$ cat config.mk
export PLATFORM = sky130hd
export DESIGN_NAME = tick_divider_with_uptimer_bank_core
export DESIGN_NICKNAME = d
export VERILOG_FILES = /design/src/rtl/core/tdub_pkg.sv /design/src/rtl/core/tdub_tick.sv /design/src/rtl/core/tdub_stamp.sv /design/src/rtl/core/tick_divider_with_uptimer_bank_core.sv
export SDC_FILE = /design/constraint.sdc
export NUM_CORES = 1
export LEC_CHECK = 0
export ABC_AREA = 1
export BUFFER_PORTS_ARGS = -buffer_cell sky130_fd_sc_hd__buf_2
export CELL_PAD_IN_SITES_DETAIL_PLACEMENT = 1
export CELL_PAD_IN_SITES_GLOBAL_PLACEMENT = 1
export CORE_UTILIZATION = 46
export CTS_CLUSTER_DIAMETER = 40
export DETAILED_ROUTE_END_ITERATION = 10
export PLACE_DENSITY_LB_ADDON = 0.08
export SYNTH_ARGS = -nofsm -noshare
export SYNTH_HDL_FRONTEND = slang
export SYNTH_SLANG_ARGS = --single-unit
$ cat constraint.sdc
create_clock -name clk -period 6 [get_ports clk]
set_input_delay 0.3 -clock clk [delete_from_list [all_inputs] [get_ports clk]]
set_output_delay 0.3 -clock clk [all_outputs]
set_load 0.02 [all_outputs]
$ cat src/rtl/core/tdub_pkg.sv
// Shared types and constants for the tick divider with up-timer bank.
`default_nettype none
package tdub_pkg;

  typedef enum logic [1:0] {
    OP_TICK  = 2'd0,
    OP_START = 2'd1,
    OP_CHECK = 2'd2,
    OP_NONE  = 2'd3
  } op_t;

  // Boundary pulses raised by one hardware tick.
  typedef struct packed {
    logic e2ms;
    logic e10ms;
    logic e100ms;
    logic e500ms;
    logic e1s;
  } tick_evt_t;

  localparam int unsigned CFG_ADDR_W = 3;
  localparam logic [0:0]  REG_TICKS_PER_2MS = 1'b0;
  localparam logic [15:0] TICKS_RESET = 16'd20;
  localparam logic [31:0] MS_PER_BOUNDARY = 32'd2;

  localparam logic [2:0] DIV_10MS  = 3'd5;
  localparam logic [3:0] DIV_100MS = 4'd10;
  localparam logic [2:0] DIV_500MS = 3'd5;

endpackage
`default_nettype wire

$ cat src/rtl/core/tdub_tick.sv
// Prescaler, boundary cascade and shared millisecond timestamp.
`default_nettype none
module tdub_tick
  import tdub_pkg::*;
(
  input  wire logic        clk,
  input  wire logic        rst_n,
  input  wire logic        tick_en,
  input  wire logic [15:0] ticks_per_2ms,
  output tick_evt_t        evt,
  output logic [31:0]      now_ms
);

  logic [15:0] presc_r, presc_nxt, presc_inc;
  logic [2:0]  c2_r, c2_nxt, c2_inc;
  logic [3:0]  c10_r, c10_nxt, c10_inc;
  logic [2:0]  c100_r, c100_nxt, c100_inc;
  logic        c500_r, c500_nxt, c500_inc;
  logic [31:0] now_r, now_nxt;

  always_comb begin
    presc_inc = presc_r + 16'd1;
    c2_inc    = c2_r + 3'd1;
    c10_inc   = c10_r + 4'd1;
    c100_inc  = c100_r + 3'd1;
    c500_inc  = ~c500_r;

    presc_nxt = presc_r;
    c2_nxt    = c2_r;
    c10_nxt   = c10_r;
    c100_nxt  = c100_r;
    c500_nxt  = c500_r;
    now_nxt   = now_r;
    evt       = '0;

    if (tick_en) begin
      presc_nxt = presc_inc;
      if (presc_inc == ticks_per_2ms) begin
        presc_nxt = '0;
        evt.e2ms  = 1'b1;
        now_nxt   = now_r + MS_PER_BOUNDARY;
        c2_nxt    = c2_inc;
        if (c2_inc == DIV_10MS) begin
          c2_nxt     = '0;
          evt.e10ms  = 1'b1;
          c10_nxt    = c10_inc;
          if (c10_inc == DIV_100MS) begin
            c10_nxt    = '0;
            evt.e100ms = 1'b1;
            c100_nxt   = c100_inc;
            if (c100_inc == DIV_500MS) begin
              c100_nxt   = '0;
              evt.e500ms = 1'b1;
              c500_nxt   = c500_inc;
              // The second half-second boundary completes one second.
              if (!c500_inc) begin
                evt.e1s = 1'b1;
              end
            end
          end
        end
      end
    end
  end

  always_ff @(posedge clk) begin
    if (!rst_n) begin
      presc_r <= '0;
      c2_r    <= '0;
      c10_r   <= '0;
      c100_r  <= '0;
      c500_r  <= 1'b0;
      now_r   <= '0;
    end else begin
      presc_r <= presc_nxt;
      c2_r    <= c2_nxt;
      c10_r   <= c10_nxt;
      c100_r  <= c100_nxt;
      c500_r  <= c500_nxt;
      now_r   <= now_nxt;
    end
  end

  assign now_ms = now_r;

endmodule
`default_nettype wire

$ cat src/rtl/core/tdub_stamp.sv
// Start-timestamp memory with per-entry valid bits and write bypass.
`default_nettype none
module tdub_stamp #(
  parameter int unsigned NUM_TIMERS = 8,
  parameter int unsigned IDX_W = 3
) (
  input  wire logic             clk,
  input  wire logic             rst_n,
  input  wire logic             rd_en,
  input  wire logic [IDX_W-1:0] rd_addr,
  input  wire logic             wr_en,
  input  wire logic [IDX_W-1:0] wr_addr,
  input  wire logic [31:0]      wr_data,
  output logic [31:0]           stamp
);

  logic [31:0]           mem [NUM_TIMERS];
  logic [NUM_TIMERS-1:0] vld_r;
  logic [31:0]           mem_q_r;
  logic                  vld_q_r;
  logic                  byp_r;
  logic [31:0]           byp_data_r;

  always_ff @(posedge clk) begin
    if (wr_en) begin
      mem[wr_addr] <= wr_data;
    end
    if (rd_en) begin
      mem_q_r <= mem[rd_addr];
    end
  end

  always_ff @(posedge clk) begin
    if (!rst_n) begin
      vld_r      <= '0;
      vld_q_r    <= 1'b0;
      byp_r      <= 1'b0;
      byp_data_r <= '0;
    end else begin
      if (wr_en) begin
        vld_r[wr_addr] <= 1'b1;
      end
      if (rd_en) begin
        vld_q_r    <= vld_r[rd_addr];
        // A start committing at the read edge is not yet in the array.
        byp_r      <= wr_en && (wr_addr == rd_addr);
        byp_data_r <= wr_data;
      end
    end
  end

  // A timer never started counts from reset, so its stamp reads as zero.
  assign stamp = byp_r ? byp_data_r : (vld_q_r ? mem_q_r : 32'd0);

endmodule
`default_nettype wire

$ cat src/rtl/core/tick_divider_with_uptimer_bank_core.sv
// Top level of the tick divider with a bank of count-up timers.
//
//   Channel   Direction  Handshake             Payload
//   in_       input      in_valid/in_ready     op, timer_index, limit_ms
//   out_      output     out_valid/out_ready   elapsed_ms, timed_out, index_valid, events
//   cfg_      APB slave  psel/penable/pready   ticks_per_2ms at byte address 0
//
// One item is accepted per clock cycle while the output is not stalled. An
// accepted item is held in the input register, and its result is then
// registered in the output register.
// Reset (rst_n low, synchronous) empties both registers and clears the
// prescaler, the cascade and every timer; no clearing pass is needed.
// When the output is stalled, the input register holds and in_ready drops
// once that register is full.
//
// Timers are not counted one by one. A single millisecond timestamp gains
// 2 ms at every 2 ms boundary, and a start records that timestamp for its
// timer. The elapsed time of a timer is the difference between the current
// timestamp and its recorded start, which wraps modulo 2^32 exactly as a
// per-timer counter would. Start stamps live in a small memory read at the
// transfer edge; a start committing at that same edge is forwarded.
`default_nettype none
module tick_divider_with_uptimer_bank_core
  import tdub_pkg::*;
#(
  parameter int unsigned NUM_TIMERS = 8
) (
  input  wire logic                  clk,
  input  wire logic                  rst_n,

  input  wire logic                  in_valid,
  output logic                       in_ready,
  input  wire logic [1:0]            in_op,
  input  wire logic [7:0]            in_timer_index,
  input  wire logic [31:0]           in_limit_ms,

  output logic                       out_valid,
  input  wire logic                  out_ready,
  output logic [31:0]                out_elapsed_ms,
  output logic                       out_timed_out,
  output logic                       out_index_valid,
  output logic                       out_event_2ms,
  output logic                       out_event_10ms,
  output logic                       out_event_100ms,
  output logic                       out_event_500ms,
  output logic                       out_event_1s,

  input  wire logic                  cfg_psel,
  input  wire logic                  cfg_penable,
  input  wire logic                  cfg_pwrite,
  input  wire logic [CFG_ADDR_W-1:0] cfg_paddr,
  input  wire logic [31:0]           cfg_pwdata,
  output logic [31:0]                cfg_prdata,
  output logic                       cfg_pready
);

  localparam int unsigned IDX_W = (NUM_TIMERS > 1) ? $clog2(NUM_TIMERS) : 1;

  // Configuration register.
  logic [15:0] ticks_r;
  logic        cfg_wr;

  assign cfg_pready = 1'b1;
  assign cfg_wr = cfg_psel && cfg_penable && cfg_pwrite && cfg_pready
                  && (cfg_paddr[2] == REG_TICKS_PER_2MS);
  assign cfg_prdata = (cfg_paddr[2] == REG_TICKS_PER_2MS) ? {16'd0, ticks_r} : 32'd0;

  always_ff @(posedge clk) begin
    if (!rst_n) begin
      ticks_r <= TICKS_RESET;
    end else if (cfg_wr) begin
      ticks_r <= cfg_pwdata[15:0];
    end
  end

  // Input register stage.
  logic        s1_v_r;
  op_t         op_r;
  logic [7:0]  idx_r;
  logic [31:0] timeout_r;
  logic        s1_adv;
  logic        in_xfer;
  logic        commit;
  logic        idx_ok;

  assign s1_adv   = !out_valid || out_ready;
  assign in_ready = !s1_v_r || s1_adv;
  assign in_xfer  = in_valid && in_ready;
  assign commit   = s1_v_r && s1_adv;
  // The compare is one bit wider than the index so that a full bank of 256 fits.
  assign idx_ok   = ({1'b0, idx_r} < 9'(NUM_TIMERS));

  always_ff @(posedge clk) begin
    if (!rst_n) begin
      s1_v_r <= 1'b0;
    end else if (in_ready) begin
      s1_v_r <= in_valid;
    end
  end

  always_ff @(posedge clk) begin
    if (in_xfer) begin
      op_r      <= op_t'(in_op);
      idx_r     <= in_timer_index;
      timeout_r <= in_limit_ms;
    end
  end

  // Prescaler and timestamp advance only when a tick commits.
  tick_evt_t   evt;
  logic [31:0] now_ms;

  tdub_tick u_tick (
    .clk           (clk),
    .rst_n         (rst_n),
    .tick_en       (commit && (op_r == OP_TICK)),
    .ticks_per_2ms (ticks_r),
    .evt           (evt),
    .now_ms        (now_ms)
  );

  logic [31:0] stamp;

  tdub_stamp #(
    .NUM_TIMERS (NUM_TIMERS),
    .IDX_W      (IDX_W)
  ) u_stamp (
    .clk     (clk),
    .rst_n   (rst_n),
    .rd_en   (in_xfer),
    .rd_addr (in_timer_index[IDX_W-1:0]),
    .wr_en   (commit && (op_r == OP_START) && idx_ok),
    .wr_addr (idx_r[IDX_W-1:0]),
    .wr_data (now_ms),
    .stamp   (stamp)
  );

  // Result computation.
  logic [31:0] elapsed;
  logic [31:0] res_elapsed;
  logic        res_timed_out;
  logic        res_index_valid;
  tick_evt_t   res_evt;

  assign elapsed = now_ms - stamp;

  always_comb begin
    res_elapsed     = '0;
    res_timed_out   = 1'b0;
    res_index_valid = 1'b0;
    res_evt         = '0;
    case (op_r)
      OP_TICK: begin
        res_evt = evt;
      end
      OP_START: begin
        res_index_valid = idx_ok;
      end
      OP_CHECK: begin
        res_index_valid = idx_ok;
        if (idx_ok) begin
          res_elapsed   = elapsed;
          res_timed_out = (elapsed > timeout_r);
        end
      end
      default: begin
        res_index_valid = 1'b0;
      end
    endcase
  end

  // Output register.
  always_ff @(posedge clk) begin
    if (!rst_n) begin
      out_valid <= 1'b0;
    end else if (s1_adv) begin
      out_valid <= s1_v_r;
    end
  end

  always_ff @(posedge clk) begin
    if (commit) begin
      out_elapsed_ms  <= res_elapsed;
      out_timed_out   <= res_timed_out;
      out_index_valid <= res_index_valid;
      out_event_2ms   <= res_evt.e2ms;
      out_event_10ms  <= res_evt.e10ms;
      out_event_100ms <= res_evt.e100ms;
      out_event_500ms <= res_evt.e500ms;
      out_event_1s    <= res_evt.e1s;
    end
  end

`ifndef SYNTH
  // Each slower boundary can only fire together with the faster one below it.
  a_cascade: assert property (@(posedge clk) disable iff (!rst_n)
    out_valid |-> ((!out_event_10ms || out_event_2ms) &&
                   (!out_event_100ms || out_event_10ms) &&
                   (!out_event_500ms || out_event_100ms) &&
                   (!out_event_1s || out_event_500ms)))
    else $error("boundary cascade out of order");

  // A tick result never carries timer fields.
  a_tick_clean: assert property (@(posedge clk) disable iff (!rst_n)
    (out_valid && out_event_2ms) |-> (!out_index_valid && out_elapsed_ms == 32'd0))
    else $error("tick result carries timer fields");

  // A timeout is reported only for an in-range timer.
  a_timeout_valid: assert property (@(posedge clk) disable iff (!rst_n)
    (out_valid && out_timed_out) |-> out_index_valid)
    else $error("timeout on an invalid index");

  // The input side stalls only when both registers are full and the output waits.
  a_stall_cause: assert property (@(posedge clk) disable iff (!rst_n)
    !in_ready |-> (s1_v_r && out_valid && !out_ready))
    else $error("input stalled without backpressure");
`endif

endmodule
`default_nettype wire
## Word level (Yosys, flattened, before mapping)

Memories as Yosys holds them, arrays and structs flattened. A register that Yosys moved wholly into a read port is not among the register bits.
Cells that the tools add are included.

| word-level totals | value |
|---|---|
| output and inout port bits | 74 |
| bits of input ports | 84 |
| memories | 1 |
| logic and storage cells | 90 |
| flip-flop bits (word level) | 200 |
| memory bits (writable) | 256 |

Memory list:

| name | depth | bits a word | rd ports | clocked after memory_dff | write ports | line | text |
|---|---|---|---|---|---|---|---|
| u_stamp.mem | 8 | 32 | 1 | 1 | 1 | tdub_stamp.sv:17 | `logic [31:0] mem [NUM_TIMERS];` |

| operators by class | value |
|---|---|
| reductions and logical operators | 26 |
| $lt $le $gt $ge | 5 |
| muxes and demuxes | 18 |
| add/sub/neg operators | 6 |
| bitwise gates (word level) | 3 |
| eq/ne operators | 7 |

Operators with widths:

| cell | count |
|---|---|
| $mux 32 | 2 |
| $add 32x2->32 const B | 1 |
| $gt 32x32->1 | 1 |
| $mux 16 | 2 |
| $sub 32x32->32 | 1 |
| $add 16x1->16 const B | 1 |
| $eq 16x16->1 | 1 |
| $logic_and 1x1->1 | 10 |
| $reduce_and 5->1 | 2 |
| $mux 3 | 3 |
| $lt 3x4->1 const B | 2 |
| $lt 8x4->1 const B | 1 |
| $mux 4 | 2 |
| $or 8x8->8 | 1 |
| $reduce_and 4->1 | 2 |
| $add 3x1->3 const B | 2 |
| $eq 3x3->1 const B | 2 |
| $reduce_and 2->1 | 3 |
| $reduce_and 3->1 | 2 |
| $reduce_and 6->1 | 1 |
| $mux 1 | 5 |
| $mux 5 | 1 |
| $add 4x1->4 const B | 1 |
| $eq 4x4->1 const B | 1 |
| other kinds (12) | 15 |

## Depth between registers and ports, before layout

Gate-level depths: netlist of the first run.

| depth | value |
|---|---|
| word-level depth | 7 |
| gate-level depth with buffers | 30 |
| gate-level depth less buffers | 28 |

## Hierarchy

A second synthesis of the first run with hierarchy kept.

| unflattened totals | value |
|---|---|
| cells, all modules | 2692 |
| area, all modules | 24121.9 um2 |

Modules (own cells, without submodules):

| module | cells an instance | area an instance (um2) | seq. area each (um2) | instances |
|---|---|---|---|---|
| tdub_stamp | 1085 | 12882.4 | 9489.1 | 1 |
| tick_divider_with_uptimer_bank_core | 949 | 7031.7 | 2792.7 | 1 |
| tdub_tick | 658 | 4207.8 | 1161.1 | 1 |

## Worst setup path after synthesis of the first run

OpenSTA, ideal clock, no wires.

| timing path | value |
|---|---|
| path type | reg2reg |
| start point | reg u_stamp.byp_r |
| end point | reg out_timed_out, data pin |
| setup slack | 2.124 ns |
| stages on the path, launching flop included | 28 |
| clock period less this slack | 3.876 ns |
| library setup time | 0.254 ns |
| arrival | 3.622 ns |
| buffers on the path | 2 |
| data required time | 5.746 ns |
| path through | dfxtp_1 clkbuf_1 inv_1 nand2_1 inv_1 clkbuf_1 a22o_1 ha_1 fa_1 inv_1 nand3_1 nand2_1 nand2_1 nand2_1 a21oi_1 o21ai_0 nand3_1 nand2_1 xor2_1 inv_1 ha_1 a21oi_1 o21ai_0 nand4_1 a31o_2 o2111ai_1 a21oi_1 nor2_1 |

| between the ends | value |
|---|---|
| cells in the longest elaborated chain, start to end | 3 |

Ends and longest elaborated chain:

| item | line | text |
|---|---|---|
| start: declaration | tdub_stamp.sv:21 | `logic byp_r;` |
| start signal: assignment | tdub_stamp.sv:46 | `byp_r <= wr_en && (wr_addr == rd_addr);` |
| $mux 32 | tdub_stamp.sv:53 | `assign stamp = byp_r ? byp_data_r : (vld_q_r ? mem_q_r : 32'd0);` |
| $sub 32x32->32 | tick_divider_with_uptimer_bank_core.sv:145 | `assign elapsed = now_ms - stamp;` |
| net elapsed[19] | tick_divider_with_uptimer_bank_core.sv:139 | `logic [31:0] elapsed;` |
| $gt 32x32->1 | tick_divider_with_uptimer_bank_core.sv:163 | `res_timed_out = (elapsed > timeout_r);` |
| end signal: assignment | tick_divider_with_uptimer_bank_core.sv:184 | `out_timed_out <= res_timed_out;` |
| end: declaration | tick_divider_with_uptimer_bank_core.sv:40 | `output logic out_timed_out,` |

The timed path passes the listed nets, and every way through them passes these cells.
A chain may end at the register's enable or synchronous reset.

## Final worst setup path of the first run

Ends and elaborated chain as after synthesis.

==> flow_summary.yaml, run 1 <==
power_and_ir_drop:
  p_leak_nw: 11.3
  ir_drop_mv: 0.244
  p_per_area_nw_per_um2: 325
floorplan:
  row_count: 80
  die_width_um: 223
  fp.dieH_um: 223
  dieArea_um2: 49700
  initial_core_util_pct: 46.9
  core_um2: 47900
  io_pins: 158
logic_synthesis:
  synth-compound-area-share_pct: 11.5
  ys_warn_count: 0
  synth_top_area_share_pct: 48.0
  netlist_top_cells_area: "edfxtp_1 (48%), dfxtp_1 (10%), nor2_1 (7.3%)"
  syn_inst: 2342
  ys_ff_latch: 476
  syn_area_um2: 22500
  synth_edf_count: 359
  synth_mux_area_share_pct: 0
  yosysTopAreaCell: "edfxtp_1"
  synthAdderAreaFrac_pct: 4.10
  yosysUniqueCellTypes: 59
  ys_seq_area_share_pct: 58.4
  synth_top_family_by_area: "simple AND/OR/NAND/NOR gates"
  synth_area_per_cell_um2: 9.59
  async_flop_share_pct: 0
  ys.flop_type: "edfxtp_1"
  synthSimpleGateAreaFrac_pct: 17.7
  synth_xor_area_share_pct: 2.24
worst_hold_path:
  hold_class: "in2reg"
clock_network:
  post_cts_buffers: 0
  cts_buffers: 75
  cts_tree: "yes"
  clock_latency_ns: 0.63
  htree_levels: 3
  clkTransAtPathRegs_ns: 0.06
  cts_root_buf: "clkbuf_16"
  clkSinkCount: 476
  cts.path.max_buffers: 3
sta:
  fin_crit_sh_pct: 81.9
  hold_viol_final: 0
  drv_slew: 0
  period_needed_ns: 4.91
  fin_setup_tns_ns: 0
  maxSlewHeadroom_pct: 25.4
  clock_skew_ns: 0.0247
  rsz0062_at_grt: "false"
  tightest_slew_ns: 1.12
  finalSetupViolations: 0
  fmax_mhz: 204
routing:
  totalWireLength_um: 66800
  route.detailed.drc: 0
  drt-initial-drc-count: 919
  avgRoutedWirePerCell_um: 20.8
  vias: 17700
  drtPass1Iterations: 5
  ant_nets: 0
  vias_per_cell: 5.51
grt:
  grt_first_pass_wirelength_um: 104000
  overflow: 0
  antenna_found_initial: 1
  use_met3_pct: 4.69
  grt_pass1_vias: 18900
  top_usage_layer: "met2"
  grt_max_degree: 73
  gr-usage-met2_pct: 49.2
  grt_usage_pct: 27.1
  grt_util_met1_pct: 32.5
worst_setup_path:
  setup.worst_path.class: "reg2reg"
  cp_num_buf_inv: 5
  cp_data_arrival_time_ns: 5.28
  cp-end-kind: "flop"
  slowest_delay_ns: 0.47
  critPathLaunchType: "flop"
  rrSetupSlack_ns: 1.09
  critPathMaxFanout: 30
  critPathTopFamily: "simple AND/OR/NAND/NOR gates"
  worstPathRequired_ns: 6.36
  crit_top_cell: "nand2_1"
  critPathSlowestCell: "a21oi_1"
placement:
  gp_congestion: 0.861
  port_buffers: 121
  dp_hpwl_um: 43600
finish:
  multi_input_area_um2: 8120
  drive_gt1_share_pct: 13.0
  fill_cells: 5304
  fin_util_pct: 55.9
  diodes: 0
  area_growth_pct: 19.4
  fin_nets: 2689
  register_area_um2: 13100
run_status:
  status: "finished clean"
flow_run:
  cap_violations: 0
## Yosys cell counts (2+ instances only)
master,count
a21o_1,2
a21oi_1,118
a21oi_2,10
a221oi_1,2
a22oi_1,30
a31oi_1,38
and3_1,3
buf_1,6
buf_2,2
buf_4,21
clkbuf_1,76
clkinv_1,3
conb_1,2
dfxtp_1,117
edfxtp_1,359
ha_1,72
inv_1,217
inv_2,3
nand2_1,313
nand2_2,15
nand3_1,73
nand3b_1,5
nand4_1,41
nor2_1,439
nor2_2,5
nor2_4,5
nor3_1,23
nor4_1,8
o211ai_1,2
o21ai_0,213
o21bai_1,7
o22ai_1,31
or2_2,2
xnor2_1,8
xor2_1,47
## cell families (layout without fill, tap and decap cells)
family	count (synthesis)	count (layout)
simple gates	943	943
flops	476	476
compound gates	462	462
buf+inv	330	567
fa+ha+maj	73	73
xor+xnor	56	56
other cells	2	18
## sequential cells by signal, indices dropped and copies added, names as in the netlist, 2 cells and up
register,count
u_tick.presc_r,16
u_tick.c100_r,3
u_stamp.mem,248
idx_r,8
u_stamp.byp_data_r,31
out_elapsed_ms,31
op_r,2
u_tick.now_ms,31
u_stamp.vld_r,8
ticks_r,16
u_tick.c2_r,3
u_tick.c10_r,4
u_stamp.mem_q_r,31
timeout_r,32
## layout by cell type, fill, tap and decap left out, types with 56 or more instances in the layout
cell type	count
nor2_1	431
nand3_1	73
edfxtp_1	359
inv_1	214
ha_1	72
o21ai_0	213
dfxtp_1	117
a21oi_1	118
dlygate4sd3_1	56
clkbuf_16	76
nand2_1	313
buf_2	120
## routing by layer
metal,share of wire (%),up-vias
met2,52,362
li1,-,8404
met4,2.4,0
met5,0,-
met1,42,8806
met3,3.8,120
## final cells by class
class / instances / share of cell area, %
clock inverter: 57 / 2.39
sequential: 476 / 48.9
timing repair buffer: 204 / 5.11
inverter: 223 / 3.13
multi-input combinational: 1552 / 30.3
tap: 615 / 2.87
clock buffer: 83 / 7.30
## per-stage QoR
stage | std cells | worst slack (ns) | instance area, µm² | power [mW] | hold slack (ns)
finish | 3210 | 1.09 | 26800 | 8.71 | 0.0641
global route | 3210 | 0.750 | 26800 | 8.99 | 0.0545
CTS | 3210 | 1.08 | 26800 | 8.78 | 0.0467
detailed placement | 3014 | 1.13 | 23700 | 4.33 | 0.460
global placement | 3014 | 1.19 | 23700 | 4.30 | 0.447
floorplan | 2358 | 2.12 | 22500 | 4.12 | 0.399
## worst register-to-register path, cell delays in order (launching register included)
cell and delay [ns]:
dfxtp_1 0.31, inv_1 0.05, nand2_1 0.04, inv_1 0.07, buf_4 0.40, a22oi_1 0.15, ha_1 0.37, a21oi_1 0.17
nand2_1 0.10, a21oi_1 0.35, o21ai_0 0.30, a21oi_1 0.47, inv_1 0.12, nand2_1 0.08, nand2_1 0.10, nand2_1 0.13
nand3_1 0.08, nand2_1 0.11, inv_1 0.05, ha_1 0.27, nand2_1 0.07, nor2_1 0.14, nand4_1 0.16, nor2_1 0.35
nand2_1 0.11, nand3_1 0.08, nor2_1 0.04
## worst paths after layout
| kind | from | endpoint | depth (start not counted) |
|---|---|---|---|
| setup reg to reg | u_stamp.byp_r | out_timed_out | 26 |
| hold / removal | cfg_pwdata[14] | ticks_r[14] | 3 |
| setup / recovery | u_stamp.byp_r | out_timed_out | 26 |
| hold reg to reg | u_stamp.vld_r[2] | u_stamp.vld_r[2] | 2 |
## repair_timing
action / in CTS / in global routing
gates resized for setup: 0 / 0
endpoints found under the setup margin: 0 / 0
endpoints found under the hold margin: 56 / 0
hold buffers: 56 / 0
## where the power goes
| group | leakage, nW | switching [mW] | internal, mW | total [mW] |
|---|---|---|---|---|
| logic | 5.13 | 0.469 | 0.231 | 0.701 |
| clock network | 1.26 | 1.72 | 2.69 | 4.41 |
| registers | 4.89 | 0.0260 | 3.58 | 3.60 |
Power figures use the tool's default switching activity.
==> run 2: changes to the inputs <==
Clock period 6 ns to 4.6 ns, I/O delays scaled along.
==> run 2 against run 1 <==
Against the previous run: first-iteration DRC count increased by 32%; register-to-register slack got worse by 0.76 ns; non-clock buffer count increased by 35; hold slack improved by 0.017 ns; clock power increased by 41%; largest cell class unchanged; wire length increased by 4.6%; combinational power increased by 38%; die area unchanged; clock-buffer cell count increased by 19; global-route usage increased by 1.0 points; highest routed layer unchanged; sequential share of layout area decreased by 1.0 points.
==> flow_summary.yaml, run 2 (synthesis gave the netlist of run 1 again) <==
run_status:
  status: "finished clean"
grt:
  grt_max_degree: 78
  antenna_found_initial: 1
  grt_first_pass_wirelength_um: 108000
  grt_pass1_vias: 19500
  grt_usage_pct: 28.2
  overflow: 0
flow_run:
  cap_violations: 0
worst_setup_path:
  critPathMaxFanout: 6
  rr_endpoint: "out_timed_out"
  cp_data_arrival_time_ns: 4.62
  critPathLaunchType: "flop"
  rrSetupSlack_ns: 0.33
  timing.rr.start: "u_stamp.byp_r"
  slowest_delay_ns: 0.37
  critPathSlowestCell: "dfxtp_1"
  critPathTopFamily: "compound AO/OA/AOI/OAI gates"
  rr_worst_depth: 29
  setup.worst_path.class: "reg2reg"
  cp-end-kind: "flop"
  worstPathRequired_ns: 4.95
  cp_num_buf_inv: 6
  crit_top_cell: "nand2_1"
finish:
  layout.cells.non_filler: 3253
  fin_nets: 2728
  largest_reg_flops: 248
  fin_util_pct: 57.1
  largest_register: "u_stamp.mem"
  drive_gt1_share_pct: 14.3
  fill_cells: 5279
  final_cell_area_um2: 27400
  layout_commonest_cell: "nor2_1"
  largest_registers: "u_stamp.mem: 248 flops, timeout_r: 32 flops"
  final_cell_mix: "nor2_1 (431), edfxtp_1 (359), nand2_1 (312)"
  area_growth_pct: 21.9
placement:
  port_buffers: 121
  dp_slack_ns: 0.112
  place_area_um2: 24000
  gp_congestion: 0.873
  dpl.cell_count: 3049
  dp_hpwl_um: 44400
clock_network:
  clkSinkCount: 476
  cts.path.max_buffers: 3
  cts_buffers: 79
  clkTransAtPathRegs_ns: 0.05
  clock_latency_ns: 0.61
  htree_levels: 3
  cts_tree: "yes"
  cts_root_buf: "clkbuf_16"
sta:
  clock_skew_ns: 0.0313
  tightest_slew_ns: 1.07
  fin_hold_ws_ns: 0.0813
  fin_setup_tns_ns: 0
  setup_ws_ns: 0.329
  maxSlewHeadroom_pct: 28.9
  fmax_mhz: 234
  period_needed_ns: 4.27
  drv_slew: 0
  hold_viol_final: 0
  fin_crit_sh_pct: 92.9
  finalSetupViolations: 0
routing:
  ant_nets: 0
  vias: 18100
  drtPass1Iterations: 7
  vias_per_cell: 5.55
  route.detailed.drc: 0
  drt-initial-drc-count: 1211
  totalWireLength_um: 69900
  avgRoutedWirePerCell_um: 21.5
floorplan:
  initial_core_util_pct: 46.9
  fp.dieH_um: 223
  dieArea_um2: 49700
  row_count: 80
  io_pins: 158
  die_width_um: 223
  core_um2: 47900
power_and_ir_drop:
  p_per_area_nw_per_um2: 433
  p_seq_share_pct: 39.6
  power_mw: 11.9
  switchingPower_mw: 2.82
  cellInternalPower_mw: 9.05
  p_clk_share_pct: 52.3
  p_leak_nw: 11.6
  ir_drop_mv: 0.257
  switching_share_pct: 23.8
  pwr-share-comb_pct: 8.1
worst_hold_path:
  holdPathEnd: "ticks_r[14]"
  min-delay-start: "cfg_pwdata[14]"
  hold_class: "in2reg"
  holdPathStages: 3
[run 2: cell types whose count changed in the layout (fill, tap and decap cells not counted), sizes merged]
cell,delta
clkbuf,+19
buf,+35
inv,-16
clkinv,-5
diode,+1
bufinv,+4
clkinvlp,+5
[run 2: power by group through the flow]
stage / clock network, mW / registers [mW] / logic (mW)
2_1_floorplan: 0 / 4.79 / 0.586
3_3_place_gp: 0 / 4.78 / 0.859
3_5_place_dp: 0 / 4.78 / 0.900
4_1_cts: 6.26 / 4.70 / 0.953
5_1_grt: 6.43 / 4.70 / 1.08
6_report: 6.21 / 4.70 / 0.964
[run 2: routing by layer]
metal / GRT usage, % / up-vias / share of wire, %
met2: 51.5 / 426 / 52
met4: 9.52 / 0 / 2.7
met1: 33.5 / 9029 / 41
met3: 4.54 / 142 / 4.3
met5: 0 / - / 0
li1: - / 8473 / -
[run 2: worst max path at each step]
stage / startpoint / to / slack (ns) / depth (start not counted)
after floorplan: u_stamp.byp_r / out_timed_out / 0.72 / 27
after global placement: u_stamp.byp_r / out_timed_out / 0.27 / 22
after detailed placement: u_stamp.byp_r / out_timed_out / 0.11 / 22
after CTS: u_stamp.byp_r / out_timed_out / 0.008 / 22
after global routing: u_stamp.byp_r / out_timed_out / -0.007 / 26
final: u_stamp.byp_r / out_timed_out / 0.33 / 29
[run 2: layout make-up]
cell class | instances | area (µm²) | share of cell area [%]
Multi-Input combinational cell | 1552 | 8160 | 29.8
Tap cell | 615 | 769 | 2.81
Clock inverter | 45 | 553 | 2.02
Clock buffer | 102 | 2260 | 8.26
Inverter | 223 | 840 | 3.07
Antenna cell | 1 | 2.50 | 0.00914
Sequential cell | 476 | 13100 | 47.9
Timing Repair Buffer | 239 | 1680 | 6.15
[run 2: worst register-to-register path: cells and delay by family, from the launching register on]
kind	cells	cell delay, ns
and+or+nand+nor	13	1.08
AOI/OAI and AO/OA	7	1.11
DFF	1	0.37
buffers and inverters	6	0.57
adders and majority gates	3	0.89
[run 2: what timing repair did]
item / 4_1_cts / 5_1_grt
gates resized for setup: 0 / 8
hold buffers: 56 / 0
hold endpoints to repair: 57 / 0
buffers inserted: 0 / 0
setup endpoints to repair: 0 / 1
==> run 3: changes to the inputs <==
==> constraint.sdc (replaced) <==
create_clock -name clk -period 4.6 [get_ports clk]
set_input_delay 1.38 -clock clk [delete_from_list [all_inputs] [get_ports clk]]
set_output_delay 1.38 -clock clk [all_outputs]
set_load 0.02 [all_outputs]
==> run 3 against run 2 <==
Against the previous run: non-clock buffer count down 46; worst setup slack improved by 0.065 ns; clock-buffer cell count shrank 18; first-iteration DRC count shrank 17%; clock skew is 0.0017 ns lower; critical path type unchanged; largest cell class unchanged.
==> flow_summary.yaml, run 3 (synthesis gave the netlist of run 1 again) <==
routing:
  route.detailed.drc: 0
  drtPass1Iterations: 4
  top_layer_used: "met4"
  drt-initial-drc-count: 1007
  dr_wl_met3_um: 2800
  totalWireLength_um: 66300
  vias_per_cell: 5.50
  ant_nets: 0
  vias: 17600
  wl_met1_um: 28200
  avgRoutedWirePerCell_um: 20.7
  wl_met2_um: 33500
floorplan:
  dieArea_um2: 49700
  initial_core_util_pct: 46.9
  die_width_um: 223
  io_pins: 158
  core_um2: 47900
  row_count: 80
  fp.dieH_um: 223
placement:
  port_buffers: 121
  gp_congestion: 0.874
  dp_hpwl_um: 44600
power_and_ir_drop:
  p_leak_nw: 11.4
  ir_drop_mv: 0.336
  p_per_area_nw_per_um2: 430
  power_mw: 11.5
worst_hold_path:
  hold_class: "reg2reg"
clock_network:
  cts_root_buf: "clkbuf_16"
  cts_buffers: 76
  clkSinkCount: 476
  htree_levels: 3
  cts.path.max_buffers: 3
  clkTransAtPathRegs_ns: 0.06
  post_cts_buffers: 0
  clock_latency_ns: 0.61
  cts_tree: "yes"
finish:
  final_cell_mix: "nor2_1 (431), edfxtp_1 (359), nand2_1 (312)"
  drive_gt1_share_pct: 14.9
  largest_register: "u_stamp.mem"
  largest_reg_flops: 248
  fill_cells: 5305
  diodes: 0
  fin_nets: 2679
  largest_registers: "u_stamp.mem: 248 flops, timeout_r: 32 flops"
  layout_commonest_cell: "nor2_1"
  area_growth_pct: 19.4
worst_setup_path:
  crit_top_cell: "nand2_1"
  cp_num_buf_inv: 7
  cp_data_arrival_time_ns: 4.56
  worstPathRequired_ns: 4.96
  slowest_delay_ns: 0.40
  cp-end-kind: "flop"
  critPathSlowestCell: "ha_1"
  setup.worst_path.class: "reg2reg"
  critPathMaxFanout: 26
  critPathLaunchType: "flop"
  critPathTopFamily: "compound AO/OA/AOI/OAI gates"
sta:
  hold_viol_final: 0
  fin_crit_sh_pct: 91.4
  fmax_mhz: 238
  clock_skew_ns: 0.0296
  tightest_slew_ns: 1.09
  drv_slew: 0
  finalSetupViolations: 0
  rsz0062_at_grt: "false"
  maxSlewHeadroom_pct: 26.9
  fin_setup_tns_ns: 0
  period_needed_ns: 4.21
grt:
  grt_usage_pct: 26.9
  grt_pass1_vias: 18800
  antenna_found_initial: 0
  grt_first_pass_wirelength_um: 103000
  overflow: 0
  grt_max_degree: 129
run_status:
  status: "finished clean"
flow_run:
  cap_violations: 0
==> run 3: what timing repair did <==
item                                    CTS  global route
endpoints found under the setup margin    0             1
resized for setup                         0            12
hold buffers                              0             0
==> run 3: power by group <==
group	internal, mW	total, mW	switching, mW
Combinational	0.295	0.907	0.612
Clock	3.79	5.93	2.14
Sequential	4.66	4.70	0.0320
==> run 3: routing by layer <==
| layer | vias up | global-route usage [%] |
|---|---|---|
| met5 | - | 0 |
| met4 | 0 | 9.01 |
| met3 | 126 | 4.36 |
| met2 | 379 | 47.7 |
| met1 | 8727 | 33.2 |
| li1 | 8370 | - |
==> run 3: final timing paths <==
kind,startpoint,to,slack (ns),cells after the start
max reg2reg,u_stamp.byp_r,out_timed_out,0.39,27
max,u_stamp.byp_r,out_timed_out,0.39,27
min,u_stamp.vld_r[6],u_stamp.vld_r[6],0.47,2
min reg2reg,u_stamp.vld_r[6],u_stamp.vld_r[6],0.47,2
==> run 3: final cells by class <==
class / count / area [µm²] / share of cell area, %
Clock buffer: 84 / 1950 / 7.28
Clock inverter: 56 / 702 / 2.62
Inverter: 223 / 840 / 3.13
Multi-Input combinational cell: 1552 / 8160 / 30.4
Sequential cell: 476 / 13100 / 48.9
Tap cell: 615 / 769 / 2.87
Timing Repair Buffer: 193 / 1280 / 4.76
==> run 3: per-stage QoR <==
stage	area [µm²]	utilization, %	std cells	worst slack [ns]	hold slack (ns)
floorplan	22500	-	2358	0.0940	0.435
global placement	24100	50.3	3059	0.148	0.447
detailed placement	24100	50.3	3059	0.121	0.465
CTS	26800	55.9	3199	0.0642	0.477
global route	26800	55.9	3199	0.0389	0.510
finish	26800	55.9	3199	0.393	0.472
==> run 3: worst register-to-register path, stage by stage (launching register included) <==
cell,delay (ns)
dfxtp_1,0.30
inv_1,0.05
nand2_1,0.04
inv_1,0.21
buf_12,0.25
a22oi_1,0.17
ha_1,0.41
inv_1,0.09
o21ai_1,0.19
o21bai_1,0.16
a21oi_1,0.10
o21ai_0,0.16
buf_4,0.16
nand3_1,0.07
nand2_1,0.12
nand2_1,0.08
nand2_1,0.07
nand2_1,0.05
nand2_1,0.12
inv_1,0.06
ha_1,0.29
nand2_1,0.07
inv_1,0.06
o21ai_0,0.09
a31o_2,0.19
o2111ai_2,0.17
a21oi_1,0.18
nor2_1,0.05
